<file path="config.mk">
export PLATFORM = sky130hd
export DESIGN_NAME = content_bounding_box_unit
export DESIGN_NICKNAME = d
export VERILOG_FILES = /design/src/design/cbb_pkg.sv /design/src/design/content_bounding_box_unit.sv /design/src/design/cbb_front.sv /design/src/design/cbb_fifo.sv /design/src/design/cbb_back.sv
export SDC_FILE = /design/constraint.sdc
export NUM_CORES = 1
export LEC_CHECK = 0
export ABC_AREA = 1
export BUFFER_PORTS_ARGS = -buffer_cell sky130_fd_sc_hd__buf_2
export CAP_MARGIN = 20
export CORE_ASPECT_RATIO = 0.9
export CORE_MARGIN = 4
export CORE_UTILIZATION = 60
export CTS_CLUSTER_SIZE = 16
export DETAILED_ROUTE_END_ITERATION = 12
export PLACE_DENSITY = 0.89
export RECOVER_POWER = 50
export SLEW_MARGIN = 20
export SYNTH_ARGS = -nofsm -noshare
export SYNTH_HDL_FRONTEND = slang
export SYNTH_SLANG_ARGS = --single-unit
</file>
<file path="constraint.sdc">
create_clock -name aclk -period 4.8 [get_ports aclk]
set_input_delay 0.96 -clock aclk [delete_from_list [all_inputs] [get_ports aclk]]
set_output_delay 0.96 -clock aclk [all_outputs]
set_load 0.01 [all_outputs]
</file>
<file path="src/design/cbb_pkg.sv">
// Shared types and constants of the content bounding box unit.
// Used by the front end, the queue, the back end and the top level.
// No dependencies.
package cbb_pkg;

    // Raster bounds; pixels beyond them never count as content
    localparam int MAX_WIDTH  = 4096;
    localparam int MAX_HEIGHT = 4096;

    // Coordinate widths (a content pixel lies below the bound)
    localparam int XC_W = $clog2(MAX_WIDTH);
    localparam int YC_W = $clog2(MAX_HEIGHT);
    // Count widths (a count may reach the bound itself)
    localparam int XN_W = $clog2(MAX_WIDTH + 1);
    localparam int YN_W = $clog2(MAX_HEIGHT + 1);

    // Pixel, register and result field widths
    localparam int PIX_W    = 8;
    localparam int PAD_W    = 8;
    localparam int BOX_XY_W = 12;
    localparam int BOX_WH_W = 13;

    // Configuration port
    localparam int CFG_IDX_W  = 8;
    localparam int CFG_DATA_W = 8;
    localparam logic [CFG_IDX_W-1:0] REG_DARK_THRESHOLD = CFG_IDX_W'(0);
    localparam logic [CFG_IDX_W-1:0] REG_PAD_MARGIN     = CFG_IDX_W'(1);
    localparam logic [PIX_W-1:0] DARK_THRESHOLD_RST = PIX_W'(240);
    localparam logic [PAD_W-1:0] PAD_MARGIN_RST     = PAD_W'(10);

    // Luma weights, 14 fractional bits, with rounding term
    localparam int PROD_W = 22;
    localparam int SUM_W  = 23;
    localparam int GRAY_SHIFT = 14;
    localparam logic [PROD_W-1:0] GRAY_KB = PROD_W'(1868);
    localparam logic [PROD_W-1:0] GRAY_KG = PROD_W'(9617);
    localparam logic [PROD_W-1:0] GRAY_KR = PROD_W'(4899);
    localparam logic [SUM_W-1:0]  GRAY_RND = SUM_W'(8192);

    // Queue between front and back end
    localparam int Q_DEPTH = 4;
    localparam int Q_AW    = $clog2(Q_DEPTH);

    // One classified pixel as handed from front to back end
    typedef struct packed {
        logic            content;
        logic [XC_W-1:0] col;
        logic [YC_W-1:0] row;
        logic            frame_end;
        logic [XN_W-1:0] cols;
        logic [YN_W-1:0] rows;
    } cbb_item_t;

endpackage

</file>
<file path="src/design/content_bounding_box_unit.sv">
// Content bounding box unit: takes a BGR raster one pixel per transaction,
// with row-end and frame-end marks, and after each frame returns the padded
// box around all pixels whose gray level is at or below dark_threshold.
// A pixel is taken every clock while the queue has room; nothing in the
// pixel path iterates. The front end holds one product stage and feeds a
// four-entry queue; the back end folds each popped pixel into the extent.
// At frame end the result passes the final extent stage, the padded stage
// and the output register, held there until the result channel takes it.
// Frame width is the length of the first row; an empty frame reports a box
// of twice the margin from 0,0 (clamped) with content_found low.
// Configuration: index 0 dark_threshold, index 1 pad_margin; write only
// while the block is idle. Depends on cbb_pkg, cbb_front, cbb_fifo, cbb_back.
module content_bounding_box_unit
    import cbb_pkg::*;
(
    input  logic                  aclk,
    input  logic                  aresetn,
    input  logic                  cfg_valid,
    output logic                  cfg_ready,
    input  logic [CFG_IDX_W-1:0]  cfg_index,
    input  logic [CFG_DATA_W-1:0] cfg_data,
    input  logic                  s_valid,
    output logic                  s_ready,
    input  logic [PIX_W-1:0]      s_blue,
    input  logic [PIX_W-1:0]      s_green,
    input  logic [PIX_W-1:0]      s_red,
    input  logic                  s_row_end,
    input  logic                  s_frame_end,
    output logic                  m_valid,
    input  logic                  m_ready,
    output logic [BOX_XY_W-1:0]   m_box_x,
    output logic [BOX_XY_W-1:0]   m_box_y,
    output logic [BOX_WH_W-1:0]   m_box_w,
    output logic [BOX_WH_W-1:0]   m_box_h,
    output logic                  m_content_found
);

    logic [PIX_W-1:0] thr_reg, thr_next;
    logic [PAD_W-1:0] pad_reg, pad_next;

    logic      push_valid, push_ready;
    cbb_item_t push_item;
    logic      pop_valid, pop_ready;
    cbb_item_t pop_item;

    // Configuration register decode
    assign cfg_ready = 1'b1;

    always_comb begin
        thr_next = thr_reg;
        pad_next = pad_reg;
        if (cfg_valid) begin
            unique case (cfg_index)
                REG_DARK_THRESHOLD: thr_next = PIX_W'(cfg_data);
                REG_PAD_MARGIN:     pad_next = PAD_W'(cfg_data);
                default: ;
            endcase
        end
    end

    always_ff @(posedge aclk) begin
        if (!aresetn) begin
            thr_reg <= DARK_THRESHOLD_RST;
            pad_reg <= PAD_MARGIN_RST;
        end else begin
            thr_reg <= thr_next;
            pad_reg <= pad_next;
        end
    end

    cbb_front u_front (
        .aclk           (aclk),
        .aresetn        (aresetn),
        .dark_threshold (thr_reg),
        .s_valid        (s_valid),
        .s_ready        (s_ready),
        .s_blue         (s_blue),
        .s_green        (s_green),
        .s_red          (s_red),
        .s_row_end      (s_row_end),
        .s_frame_end    (s_frame_end),
        .push_valid     (push_valid),
        .push_ready     (push_ready),
        .push_item      (push_item)
    );

    cbb_fifo u_fifo (
        .aclk       (aclk),
        .aresetn    (aresetn),
        .push_valid (push_valid),
        .push_ready (push_ready),
        .push_item  (push_item),
        .pop_valid  (pop_valid),
        .pop_ready  (pop_ready),
        .pop_item   (pop_item)
    );

    cbb_back u_back (
        .aclk            (aclk),
        .aresetn         (aresetn),
        .pad_margin      (pad_reg),
        .pop_valid       (pop_valid),
        .pop_ready       (pop_ready),
        .pop_item        (pop_item),
        .m_valid         (m_valid),
        .m_ready         (m_ready),
        .m_box_x         (m_box_x),
        .m_box_y         (m_box_y),
        .m_box_w         (m_box_w),
        .m_box_h         (m_box_h),
        .m_content_found (m_content_found)
    );

endmodule

</file>
<file path="src/design/cbb_front.sv">
// Front end: pixel intake, raster position tracking and gray classification.
// Depends on cbb_pkg.
module cbb_front
    import cbb_pkg::*;
(
    input  logic             aclk,
    input  logic             aresetn,
    input  logic [PIX_W-1:0] dark_threshold,
    input  logic             s_valid,
    output logic             s_ready,
    input  logic [PIX_W-1:0] s_blue,
    input  logic [PIX_W-1:0] s_green,
    input  logic [PIX_W-1:0] s_red,
    input  logic             s_row_end,
    input  logic             s_frame_end,
    output logic             push_valid,
    input  logic             push_ready,
    output cbb_item_t        push_item
);

    logic [XN_W-1:0] col_cnt_reg, col_cnt_next;
    logic [YN_W-1:0] row_cnt_reg, row_cnt_next;
    logic [XN_W-1:0] fw_reg, fw_next;

    logic              p_valid_reg, p_valid_next;
    logic [PROD_W-1:0] p_prod_b_reg, p_prod_g_reg, p_prod_r_reg;
    logic              p_inside_reg;
    logic [XC_W-1:0]   p_col_reg;
    logic [YC_W-1:0]   p_row_reg;
    logic              p_fe_reg;
    logic [XN_W-1:0]   p_cols_reg;
    logic [YN_W-1:0]   p_rows_reg;

    logic              accept;
    logic [XN_W-1:0]   col_inc;
    logic [YN_W-1:0]   row_inc;
    logic              row_zero;
    logic              in_bounds;
    logic [SUM_W-1:0]  gray_sum;
    logic [PIX_W-1:0]  gray;

    assign s_ready = !p_valid_reg || push_ready;
    assign accept  = s_valid && s_ready;

    // Saturating position increments
    assign col_inc   = (col_cnt_reg == XN_W'(MAX_WIDTH))  ? col_cnt_reg : col_cnt_reg + 1'b1;
    assign row_inc   = (row_cnt_reg == YN_W'(MAX_HEIGHT)) ? row_cnt_reg : row_cnt_reg + 1'b1;
    assign row_zero  = (row_cnt_reg == '0);
    assign in_bounds = (col_cnt_reg < XN_W'(MAX_WIDTH)) && (row_cnt_reg < YN_W'(MAX_HEIGHT))
                       && (row_zero || (col_cnt_reg < fw_reg));

    // Raster position counters
    always_comb begin
        col_cnt_next = col_cnt_reg;
        row_cnt_next = row_cnt_reg;
        fw_next      = fw_reg;
        if (accept) begin
            if (s_frame_end) begin
                col_cnt_next = '0;
                row_cnt_next = '0;
                fw_next      = '0;
            end else if (s_row_end) begin
                if (row_zero) begin
                    fw_next = col_inc;
                end
                col_cnt_next = '0;
                row_cnt_next = row_inc;
            end else begin
                col_cnt_next = col_inc;
            end
        end
    end

    // Product stage occupancy
    always_comb begin
        p_valid_next = p_valid_reg;
        if (accept) begin
            p_valid_next = 1'b1;
        end else if (push_ready) begin
            p_valid_next = 1'b0;
        end
    end

    always_ff @(posedge aclk) begin
        if (!aresetn) begin
            col_cnt_reg <= '0;
            row_cnt_reg <= '0;
            fw_reg      <= '0;
            p_valid_reg <= 1'b0;
        end else begin
            col_cnt_reg <= col_cnt_next;
            row_cnt_reg <= row_cnt_next;
            fw_reg      <= fw_next;
            p_valid_reg <= p_valid_next;
        end
    end

    // Weighted channels and raster position of the accepted pixel
    always_ff @(posedge aclk) begin
        if (accept) begin
            p_prod_b_reg <= PROD_W'(s_blue)  * GRAY_KB;
            p_prod_g_reg <= PROD_W'(s_green) * GRAY_KG;
            p_prod_r_reg <= PROD_W'(s_red)   * GRAY_KR;
            p_inside_reg <= in_bounds;
            p_col_reg    <= XC_W'(col_cnt_reg);
            p_row_reg    <= YC_W'(row_cnt_reg);
            p_fe_reg     <= s_frame_end;
            p_cols_reg   <= row_zero ? col_inc : fw_reg;
            p_rows_reg   <= row_inc;
        end
    end

    // Gray level and content decision
    assign gray_sum = SUM_W'(p_prod_b_reg) + SUM_W'(p_prod_g_reg) + SUM_W'(p_prod_r_reg)
                      + GRAY_RND;
    assign gray     = PIX_W'(gray_sum >> GRAY_SHIFT);

    assign push_valid          = p_valid_reg;
    assign push_item.content   = p_inside_reg && (gray <= dark_threshold);
    assign push_item.col       = p_col_reg;
    assign push_item.row       = p_row_reg;
    assign push_item.frame_end = p_fe_reg;
    assign push_item.cols      = p_cols_reg;
    assign push_item.rows      = p_rows_reg;

endmodule

</file>
<file path="src/design/cbb_fifo.sv">
// Short queue of classified pixels between front and back end.
// Depends on cbb_pkg.
module cbb_fifo
    import cbb_pkg::*;
(
    input  logic      aclk,
    input  logic      aresetn,
    input  logic      push_valid,
    output logic      push_ready,
    input  cbb_item_t push_item,
    output logic      pop_valid,
    input  logic      pop_ready,
    output cbb_item_t pop_item
);

    cbb_item_t         slot_reg [Q_DEPTH];
    logic [Q_AW-1:0]   wr_ptr_reg, wr_ptr_next;
    logic [Q_AW-1:0]   rd_ptr_reg, rd_ptr_next;
    logic [Q_AW:0]     count_reg, count_next;
    logic              push, pop;

    assign push_ready = (count_reg != (Q_AW+1)'(Q_DEPTH));
    assign pop_valid  = (count_reg != '0);
    assign pop_item   = slot_reg[rd_ptr_reg];
    assign push       = push_valid && push_ready;
    assign pop        = pop_valid && pop_ready;

    // Pointer and fill bookkeeping
    always_comb begin
        wr_ptr_next = push ? wr_ptr_reg + 1'b1 : wr_ptr_reg;
        rd_ptr_next = pop  ? rd_ptr_reg + 1'b1 : rd_ptr_reg;
        count_next  = count_reg;
        if (push && !pop) begin
            count_next = count_reg + 1'b1;
        end else if (pop && !push) begin
            count_next = count_reg - 1'b1;
        end
    end

    always_ff @(posedge aclk) begin
        if (!aresetn) begin
            wr_ptr_reg <= '0;
            rd_ptr_reg <= '0;
            count_reg  <= '0;
        end else begin
            wr_ptr_reg <= wr_ptr_next;
            rd_ptr_reg <= rd_ptr_next;
            count_reg  <= count_next;
        end
    end

    // Storage slots
    always_ff @(posedge aclk) begin
        if (push) begin
            slot_reg[wr_ptr_reg] <= push_item;
        end
    end

endmodule

</file>
<file path="src/design/cbb_back.sv">
// Back end: content extent tracking and padded box computation at frame end.
// Depends on cbb_pkg.
module cbb_back
    import cbb_pkg::*;
(
    input  logic                aclk,
    input  logic                aresetn,
    input  logic [PAD_W-1:0]    pad_margin,
    input  logic                pop_valid,
    output logic                pop_ready,
    input  cbb_item_t           pop_item,
    output logic                m_valid,
    input  logic                m_ready,
    output logic [BOX_XY_W-1:0] m_box_x,
    output logic [BOX_XY_W-1:0] m_box_y,
    output logic [BOX_WH_W-1:0] m_box_w,
    output logic [BOX_WH_W-1:0] m_box_h,
    output logic                m_content_found
);

    // Widths for padding arithmetic
    localparam int XP_W = (XC_W > PAD_W) ? XC_W : PAD_W;
    localparam int YP_W = (YC_W > PAD_W) ? YC_W : PAD_W;
    localparam int XS_W = ((XN_W > PAD_W + 1) ? XN_W : PAD_W + 1) + 1;
    localparam int YS_W = ((YN_W > PAD_W + 1) ? YN_W : PAD_W + 1) + 1;

    // Running extent of the current frame
    logic [XC_W-1:0] min_col_reg, min_col_next, max_col_reg, max_col_next;
    logic [YC_W-1:0] min_row_reg, min_row_next, max_row_reg, max_row_next;
    logic            seen_reg, seen_next;

    // Final extent stage
    logic            fin_valid_reg, fin_valid_next;
    logic [XC_W-1:0] fin_minc_reg, fin_maxc_reg;
    logic [YC_W-1:0] fin_minr_reg, fin_maxr_reg;
    logic            fin_seen_reg;
    logic [XN_W-1:0] fin_cols_reg;
    logic [YN_W-1:0] fin_rows_reg;

    // Padded stage
    logic            pad_valid_reg, pad_valid_next;
    logic [XC_W-1:0] pad_x_reg;
    logic [YC_W-1:0] pad_y_reg;
    logic [XS_W-1:0] pad_spanx_reg;
    logic [YS_W-1:0] pad_spany_reg;
    logic [XN_W-1:0] pad_cols_reg;
    logic [YN_W-1:0] pad_rows_reg;
    logic            pad_seen_reg;

    // Output register
    logic                m_valid_reg, m_valid_next;
    logic [BOX_XY_W-1:0] m_box_x_reg, m_box_y_reg;
    logic [BOX_WH_W-1:0] m_box_w_reg, m_box_h_reg;
    logic                m_found_reg;

    logic            pop, pad_adv, fin_adv, out_free;
    logic            hit;
    logic [XC_W-1:0] mrg_minc, mrg_maxc;
    logic [YC_W-1:0] mrg_minr, mrg_maxr;
    logic [XC_W-1:0] bx;
    logic [YC_W-1:0] by;
    logic [XP_W-1:0] bx_ext, padx_ext;
    logic [YP_W-1:0] by_ext, pady_ext;
    logic [XC_W-1:0] px;
    logic [YC_W-1:0] py;
    logic [XS_W-1:0] spanx;
    logic [YS_W-1:0] spany;
    logic [XS_W-1:0] roomx;
    logic [YS_W-1:0] roomy;
    logic [XN_W-1:0] wx;
    logic [YN_W-1:0] hy;

    // Stage handshakes
    assign out_free  = !m_valid_reg || m_ready;
    assign pad_adv   = pad_valid_reg && out_free;
    assign fin_adv   = fin_valid_reg && (!pad_valid_reg || pad_adv);
    assign pop_ready = !fin_valid_reg || fin_adv;
    assign pop       = pop_valid && pop_ready;

    // Merge the head pixel into the extent
    assign hit      = pop_item.content;
    assign mrg_minc = (hit && (pop_item.col < min_col_reg)) ? pop_item.col : min_col_reg;
    assign mrg_maxc = (hit && (pop_item.col > max_col_reg)) ? pop_item.col : max_col_reg;
    assign mrg_minr = (hit && (pop_item.row < min_row_reg)) ? pop_item.row : min_row_reg;
    assign mrg_maxr = (hit && (pop_item.row > max_row_reg)) ? pop_item.row : max_row_reg;

    always_comb begin
        min_col_next   = min_col_reg;
        max_col_next   = max_col_reg;
        min_row_next   = min_row_reg;
        max_row_next   = max_row_reg;
        seen_next      = seen_reg;
        fin_valid_next = fin_valid_reg;
        if (fin_adv) begin
            fin_valid_next = 1'b0;
        end
        if (pop) begin
            if (pop_item.frame_end) begin
                // frame closes: extent restarts for the next one
                min_col_next   = '1;
                max_col_next   = '0;
                min_row_next   = '1;
                max_row_next   = '0;
                seen_next      = 1'b0;
                fin_valid_next = 1'b1;
            end else begin
                min_col_next = mrg_minc;
                max_col_next = mrg_maxc;
                min_row_next = mrg_minr;
                max_row_next = mrg_maxr;
                seen_next    = seen_reg || hit;
            end
        end
    end

    // Padded origin and unclamped size; an empty frame uses a box at 0,0
    assign bx       = fin_seen_reg ? fin_minc_reg : '0;
    assign by       = fin_seen_reg ? fin_minr_reg : '0;
    assign bx_ext   = XP_W'(bx);
    assign by_ext   = YP_W'(by);
    assign padx_ext = XP_W'(pad_margin);
    assign pady_ext = YP_W'(pad_margin);
    assign px       = (bx_ext > padx_ext) ? XC_W'(bx_ext - padx_ext) : '0;
    assign py       = (by_ext > pady_ext) ? YC_W'(by_ext - pady_ext) : '0;
    assign spanx    = fin_seen_reg
                      ? XS_W'(fin_maxc_reg) - XS_W'(fin_minc_reg) + 1'b1
                        + (XS_W'(pad_margin) << 1)
                      : (XS_W'(pad_margin) << 1);
    assign spany    = fin_seen_reg
                      ? YS_W'(fin_maxr_reg) - YS_W'(fin_minr_reg) + 1'b1
                        + (YS_W'(pad_margin) << 1)
                      : (YS_W'(pad_margin) << 1);

    // Clamp the size to the image
    assign roomx = XS_W'(pad_cols_reg - XN_W'(pad_x_reg));
    assign roomy = YS_W'(pad_rows_reg - YN_W'(pad_y_reg));
    assign wx    = (roomx < pad_spanx_reg) ? XN_W'(roomx) : XN_W'(pad_spanx_reg);
    assign hy    = (roomy < pad_spany_reg) ? YN_W'(roomy) : YN_W'(pad_spany_reg);

    always_comb begin
        pad_valid_next = pad_valid_reg;
        if (fin_adv) begin
            pad_valid_next = 1'b1;
        end else if (pad_adv) begin
            pad_valid_next = 1'b0;
        end
        m_valid_next = m_valid_reg;
        if (pad_adv) begin
            m_valid_next = 1'b1;
        end else if (m_ready) begin
            m_valid_next = 1'b0;
        end
    end

    always_ff @(posedge aclk) begin
        if (!aresetn) begin
            min_col_reg   <= '1;
            max_col_reg   <= '0;
            min_row_reg   <= '1;
            max_row_reg   <= '0;
            seen_reg      <= 1'b0;
            fin_valid_reg <= 1'b0;
            pad_valid_reg <= 1'b0;
            m_valid_reg   <= 1'b0;
        end else begin
            min_col_reg   <= min_col_next;
            max_col_reg   <= max_col_next;
            min_row_reg   <= min_row_next;
            max_row_reg   <= max_row_next;
            seen_reg      <= seen_next;
            fin_valid_reg <= fin_valid_next;
            pad_valid_reg <= pad_valid_next;
            m_valid_reg   <= m_valid_next;
        end
    end

    // Pipeline payload
    always_ff @(posedge aclk) begin
        if (pop && pop_item.frame_end) begin
            fin_minc_reg <= mrg_minc;
            fin_maxc_reg <= mrg_maxc;
            fin_minr_reg <= mrg_minr;
            fin_maxr_reg <= mrg_maxr;
            fin_seen_reg <= seen_reg || hit;
            fin_cols_reg <= pop_item.cols;
            fin_rows_reg <= pop_item.rows;
        end
        if (fin_adv) begin
            pad_x_reg     <= px;
            pad_y_reg     <= py;
            pad_spanx_reg <= spanx;
            pad_spany_reg <= spany;
            pad_cols_reg  <= fin_cols_reg;
            pad_rows_reg  <= fin_rows_reg;
            pad_seen_reg  <= fin_seen_reg;
        end
        if (pad_adv) begin
            m_box_x_reg <= BOX_XY_W'(pad_x_reg);
            m_box_y_reg <= BOX_XY_W'(pad_y_reg);
            m_box_w_reg <= BOX_WH_W'(wx);
            m_box_h_reg <= BOX_WH_W'(hy);
            m_found_reg <= pad_seen_reg;
        end
    end

    assign m_valid         = m_valid_reg;
    assign m_box_x         = m_box_x_reg;
    assign m_box_y         = m_box_y_reg;
    assign m_box_w         = m_box_w_reg;
    assign m_box_h         = m_box_h_reg;
    assign m_content_found = m_found_reg;

`ifndef NO_ASSERTIONS
    // a frame-end transaction always lands in the final extent stage
    a_frame_end_lands: assert property (@(posedge aclk) disable iff (!aresetn)
        pop && pop_item.frame_end |=> fin_valid_reg)
        else $error("frame end lost on its way to the final stage");

    // an empty frame leaves the extent at its cleared value
    a_empty_extent: assert property (@(posedge aclk) disable iff (!aresetn)
        fin_valid_reg && !fin_seen_reg |-> fin_maxc_reg == '0 && fin_maxr_reg == '0)
        else $error("extent moved without any content");

    // a frame with content has an ordered extent
    a_ordered_extent: assert property (@(posedge aclk) disable iff (!aresetn)
        fin_valid_reg && fin_seen_reg |->
            fin_minc_reg <= fin_maxc_reg && fin_minr_reg <= fin_maxr_reg)
        else $error("content extent out of order");

    // padded origin always lies inside the image
    a_origin_inside: assert property (@(posedge aclk) disable iff (!aresetn)
        pad_valid_reg |-> XN_W'(pad_x_reg) < pad_cols_reg && YN_W'(pad_y_reg) < pad_rows_reg)
        else $error("padded origin outside the image");
`endif

endmodule
</file>
## Word level (Yosys, flattened, before mapping)

Memory sizes are Yosys's and may differ from the RTL's. A register that Yosys moved wholly into a read port is not among the register bits.
Index checks and enable logic that the tools add are counted.

- Equal/unequal tests: 4
- Multiplexer cells: 39
- Divide/modulo/power cells: 0
- Magnitude comparators: 12
- Add/sub/neg operators: 19
- Reduce and logical (&&, ||, !) cells: 38
- Bitwise logic cells: 0
- Shifts and indexed selects: 0
- Multiply operators: 3

Operators by type and width:

| kind | number |
|---|---|
| $mux 13 | 11 |
| $mux 12 | 10 |
| $add 14x1->14 const B | 2 |
| $add 14x9->14 | 2 |
| $lt 14x14->1 | 2 |
| $sub 13x12->14 | 2 |
| $add 13x1->13 const B | 2 |
| $eq 13x13->1 const B | 2 |
| $lt 13x13->1 const B | 2 |
| $sub 12x12->13 | 2 |
| $gt 12x12->1 | 2 |
| $gt 12x8->1 | 2 |
| $lt 12x12->1 | 2 |
| $sub 12x8->12 | 2 |
| $add 19x22->22 | 1 |
| $add 22x14->22 const B | 1 |
| $add 22x21->22 | 1 |
| $mul 8x14->22 const B | 1 |
| $mul 8x13->21 const B | 1 |
| $mux 9 | 2 |
| $mul 8x9->17 const B | 1 |
| $logic_and 1x1->1 | 15 |
| $logic_not 13->1 | 1 |
| $lt 13x13->1 | 1 |
| 15 further kinds | 45 |

- Output and inout port bits: 54
- Latch bits: 0
- Logic and storage cells: 163
- Bits in registers: 432
- Memory bits (writable): 208
- Memories: 1
- ROM bits: 0

Memory list:

| memory | words | width | rd ports | clocked after Yosys merged registers in | wr ports | line | RTL |
|---|---|---|---|---|---|---|---|
| u_fifo.slot_reg | 4 | 52 | 1 | 1 | 1 | cbb_fifo.sv:16 | `cbb_item_t slot_reg [Q_DEPTH];` |

## Longest topological paths before layout

- Word-level depth: 10
- Depth in mapped cells: 21
- Depth with buffers taken out: 21

## By module

A second synthesis with hierarchy kept.

- Cells, all modules: 3992
- Area total of the unflattened synthesis: 38109.0 um^2

Modules (own cells, without submodules):

| module | area each (um^2) | instances | cells an instance | seq. area each (um^2) |
|---|---|---|---|---|
| cbb_back | 15748.9 | 1 | 1820 | 7196.9 |
| cbb_front | 12876.1 | 1 | 1497 | 4164.0 |
| cbb_fifo | 8740.9 | 1 | 570 | 6426.2 |
| content_bounding_box_unit | 743.2 | 1 | 105 | 320.3 |

## Worst setup path before layout

OpenSTA, ideal clock, no wires.

- Path type: input to register
- From: in s_green[6]
- To: reg u_front.p_prod_g_reg[19] (data pin)
- Slack: 680 ps
- Cell stages on the path: 14
- Path buffers: 0
- Data arrival time: 3861 ps
- Cells stage by stage: ha_1 inv_1 fa_1 fa_1 inv_1 fa_1 ha_1 a21oi_1 inv_1 a31oi_1 nand3_1 nand2_1 nand3_1 xor2_1

- Word-level cells in the longest chain between the ends: 1

RTL lines:

| what | line | RTL |
|---|---|---|
| start, declared | content_bounding_box_unit.sv:25 | `input logic [PIX_W-1:0] s_green,` |
| $mul 8x14->22 | cbb_front.sv:102 | `p_prod_g_reg <= PROD_W'(s_green) * GRAY_KG;` |
| end signal, assigned | cbb_front.sv:102 |  |
| end, declared | cbb_front.sv:26 | `logic [PROD_W-1:0] p_prod_b_reg, p_prod_g_reg, p_prod_r_reg;` |

Every way passes these cells.
A chain may end at the register's enable or synchronous reset.

==> impl_metrics.ini <==
[status]
status = finished, violations left
violations = max-capacitance violations, max-slew violations

[routing]
vias_per_cell = 5.857
drt_iter0_drc = 3051
firstDrtPassIters = 6
wl_met1_microns = 34100
wl_met2_microns = 40440
vias = 27490
wl_per_cell_microns = 18.31
drc = 0
highest_layer = met4
ant_nets = 0
routed_wl_microns = 85910
routed-wl-met3_microns = 8650

[clock_tree]
cts_buffers = 66
cts_resized = 0
clock_latency_ps = 620
cts_tree = done
clock-root-buffer = clkbuf_16
clk_transition_reported_paths_ps = 70
htreeDepth = 3
cts_sinks = 642
cts_hold_buffers = 0
clk_path_buf_depth = 3
postCtsSetupRepairBufs = 0

[synth]
synthCells = 3749
synth_cell_types = 61
syn_area_sq_mm = 0.03660
yosysMostFrequentCell = nand2_1
ys.flop_type = edfxtp_1
synthArstFlopShare = 0
yosys_warnings = 0
synth_area_leaders = edfxtp_1 (43%), ha_1 (13%), nand2_1 (6.8%), dfxtp_1 (6.4%), inv_1 (6.1%)
synth_top_area_frac = 0.4307
synth_edf_count = 525
syn_nets = 4232
yosysSeqAreaShare = 0.4947
yosys-top-cells-count = nand2_1 (665), inv_1 (596), edfxtp_1 (525)
ys_ff_latch = 642
avgSynthCellArea_sq_um = 9.763
yosysTopAreaCell = edfxtp_1

[timing]
fin_crit_sh = 0.8478
max_freq_ghz = 0.2457
fin_skew_ps = 45.36
fin_crit_ps = 4070
setup_viol = 0
fin_tns_setup_ps = 0
worst_slew_pin_slew_ps = 2737
rsz0062_at_grt = no
slew_violations = 344
maxSlewHeadroom = -0.8249
final-hold-violation-count = 0

[worst_hold_path]
hp-class = reg2reg

[finish]
nNetsFinal = 4339
areaGrowthSynthToFinish_pct = 9.223
num_antenna_cells = 0
utilization = 0.6653
final_cell_area_sq_mm = 0.03998
layout-drive-gt1-share = 0.05831
ff_latch_area_sq_mm = 0.01811
largest_reg_flops = 208
finalNonFillerCells = 4693
multi_input_area_sq_mm = 0.01583
fill_cells = 4116

[grt]
antenna_found_initial = 0
overflow = 0
grt_pass1_vias = 26570
grt_pass1_wl_microns = 135500
grt_max_degree = 106
grt_usage = 0.2583

[placement]
port_buffers = 99
gp_congestion = 0.9566
placed_cells = 4571
place_hpwl_microns = 60470
dpl_cell_area_sq_mm = 0.03796

[worst_setup_path]
critPathTopFamily = adder cells
critPathRequiredTime_ps = 5240
arrival_ps = 4510
crit_chain = inv_1 > fa_1 > inv_1 > ha_1 > ha_1 > nand2_1 > inv_1 > nand3_1 > nor3_1 > nand4_1 > nand3_1 > xor2_1 > ha_1 > a21oi_1 > o21ai_0 > a21oi_1 > o21a_1
cp_slowest_cell = fa_1
cp_slowest_stage_delay_ps = 540
criticalPathCategory = reg2reg
path_max_fanout = 5
path_buf_inv = 3
setup.worst_path.end_class = register
startpoint_type = register

[floorplan]
die_height_microns = 242.3
initial_core_util = 0.6091
fp.dieArea_sq_mm = 0.06503
rows = 85
fp.dieW_microns = 268.4
ios = 101
coreArea_sq_mm = 0.06009

[pwr]
peakVddDrop_mv = 0.6213
p_sw_frac = 0.4535
power.total_w = 0.03086
power.switching_w = 0.01400
power_leakage_nw = 17.68
clkPwrFrac = 0.166
internal_power_w = 0.01687
power-per-cell-area_mw_per_mm2 = 772.0
power_frac_seq = 0.284
combPwrFrac = 0.550

[run]
cap_viol_max_count = 8
==> path summary, 6_finish.rpt <==
path                            depth (start not counted)                     end                     start  slack [ps]
worst min-delay path                                    0  u_back.pad_rows_reg[9]    u_back.fin_rows_reg[9]         420
worst max-delay path                                   17  u_fifo.slot_reg[2][51]  u_front.p_prod_r_reg[17]         730
worst min register to register                          0  u_back.pad_rows_reg[9]    u_back.fin_rows_reg[9]         420
worst max register to register                         17  u_fifo.slot_reg[2][51]  u_front.p_prod_r_reg[17]         730
==> final cells by class <==
class | instances | share of cell area
clock buffers | 84 | 0.04429
clock inverters | 38 | 0.009765
inverters | 606 | 0.05702
multi-input cells | 2417 | 0.3960
flip-flops and latches | 642 | 0.4529
well taps | 783 | 0.02451
repair buffers | 123 | 0.01552
==> cell families after synthesis <==
| group | synth area share |
|---|---|
| AOI/OAI and AO/OA | 0.09975 |
| xor gates and xnor gates | 0.02584 |
| adders and majority gates | 0.1634 |
| buffers and inverters | 0.07332 |
| DFF | 0.4947 |
| other | 0.0001025 |
| and+or+nand+nor | 0.1429 |
==> per-stage QoR <==
step	hold slack [ps]	worst slack, ps
6_report	420.0	730.5
3_5_place_dp	405.4	273.0
5_1_grt	422.5	550.7
3_3_place_gp	403.3	317.1
4_1_cts	419.4	854.5
2_1_floorplan	400.3	680.4
==> cells in the final DEF (no fill, tap or decap), drive strengths merged, types with 117 or more instances in the layout <==
master	count
edfxtp	525
inv	609
a21oi	313
dfxtp	117
o21ai	221
ha	366
nand2	684
nand3	179
nor2	230
clkbuf	154
==> worst reg2reg max path: stages (launching register included) <==
cell and delay, ps:
edfxtp_1 390, inv_1 90, fa_1 540, inv_1 50, ha_1 290, ha_1 390
nand2_1 140, inv_1 110, nand3_1 130, nor3_1 290, nand4_1 180, nand3_1 210
xor2_1 180, ha_1 270, a21oi_1 170, o21ai_0 120, a21oi_1 140, o21a_1 240
==> layer usage <==
layer | vias to the layer above | GRT usage
met5 | - | 0
li1 | 12910 | -
met4 | 0 | 0.09116
met1 | 12820 | 0.3537
met2 | 1527 | 0.4222
met3 | 227 | 0.04011
==> power by group through the flow <==
stage	sequential (W)	clock (W)	combinational [W]
floorplan	0.00862	0	0.0124
global placement	0.00876	0	0.0155
detailed placement	0.00882	0	0.0163
CTS	0.00874	0.00516	0.0166
global route	0.00885	0.00539	0.0189
finish	0.00877	0.00511	0.0170
(Power assumes the default switching activity.)
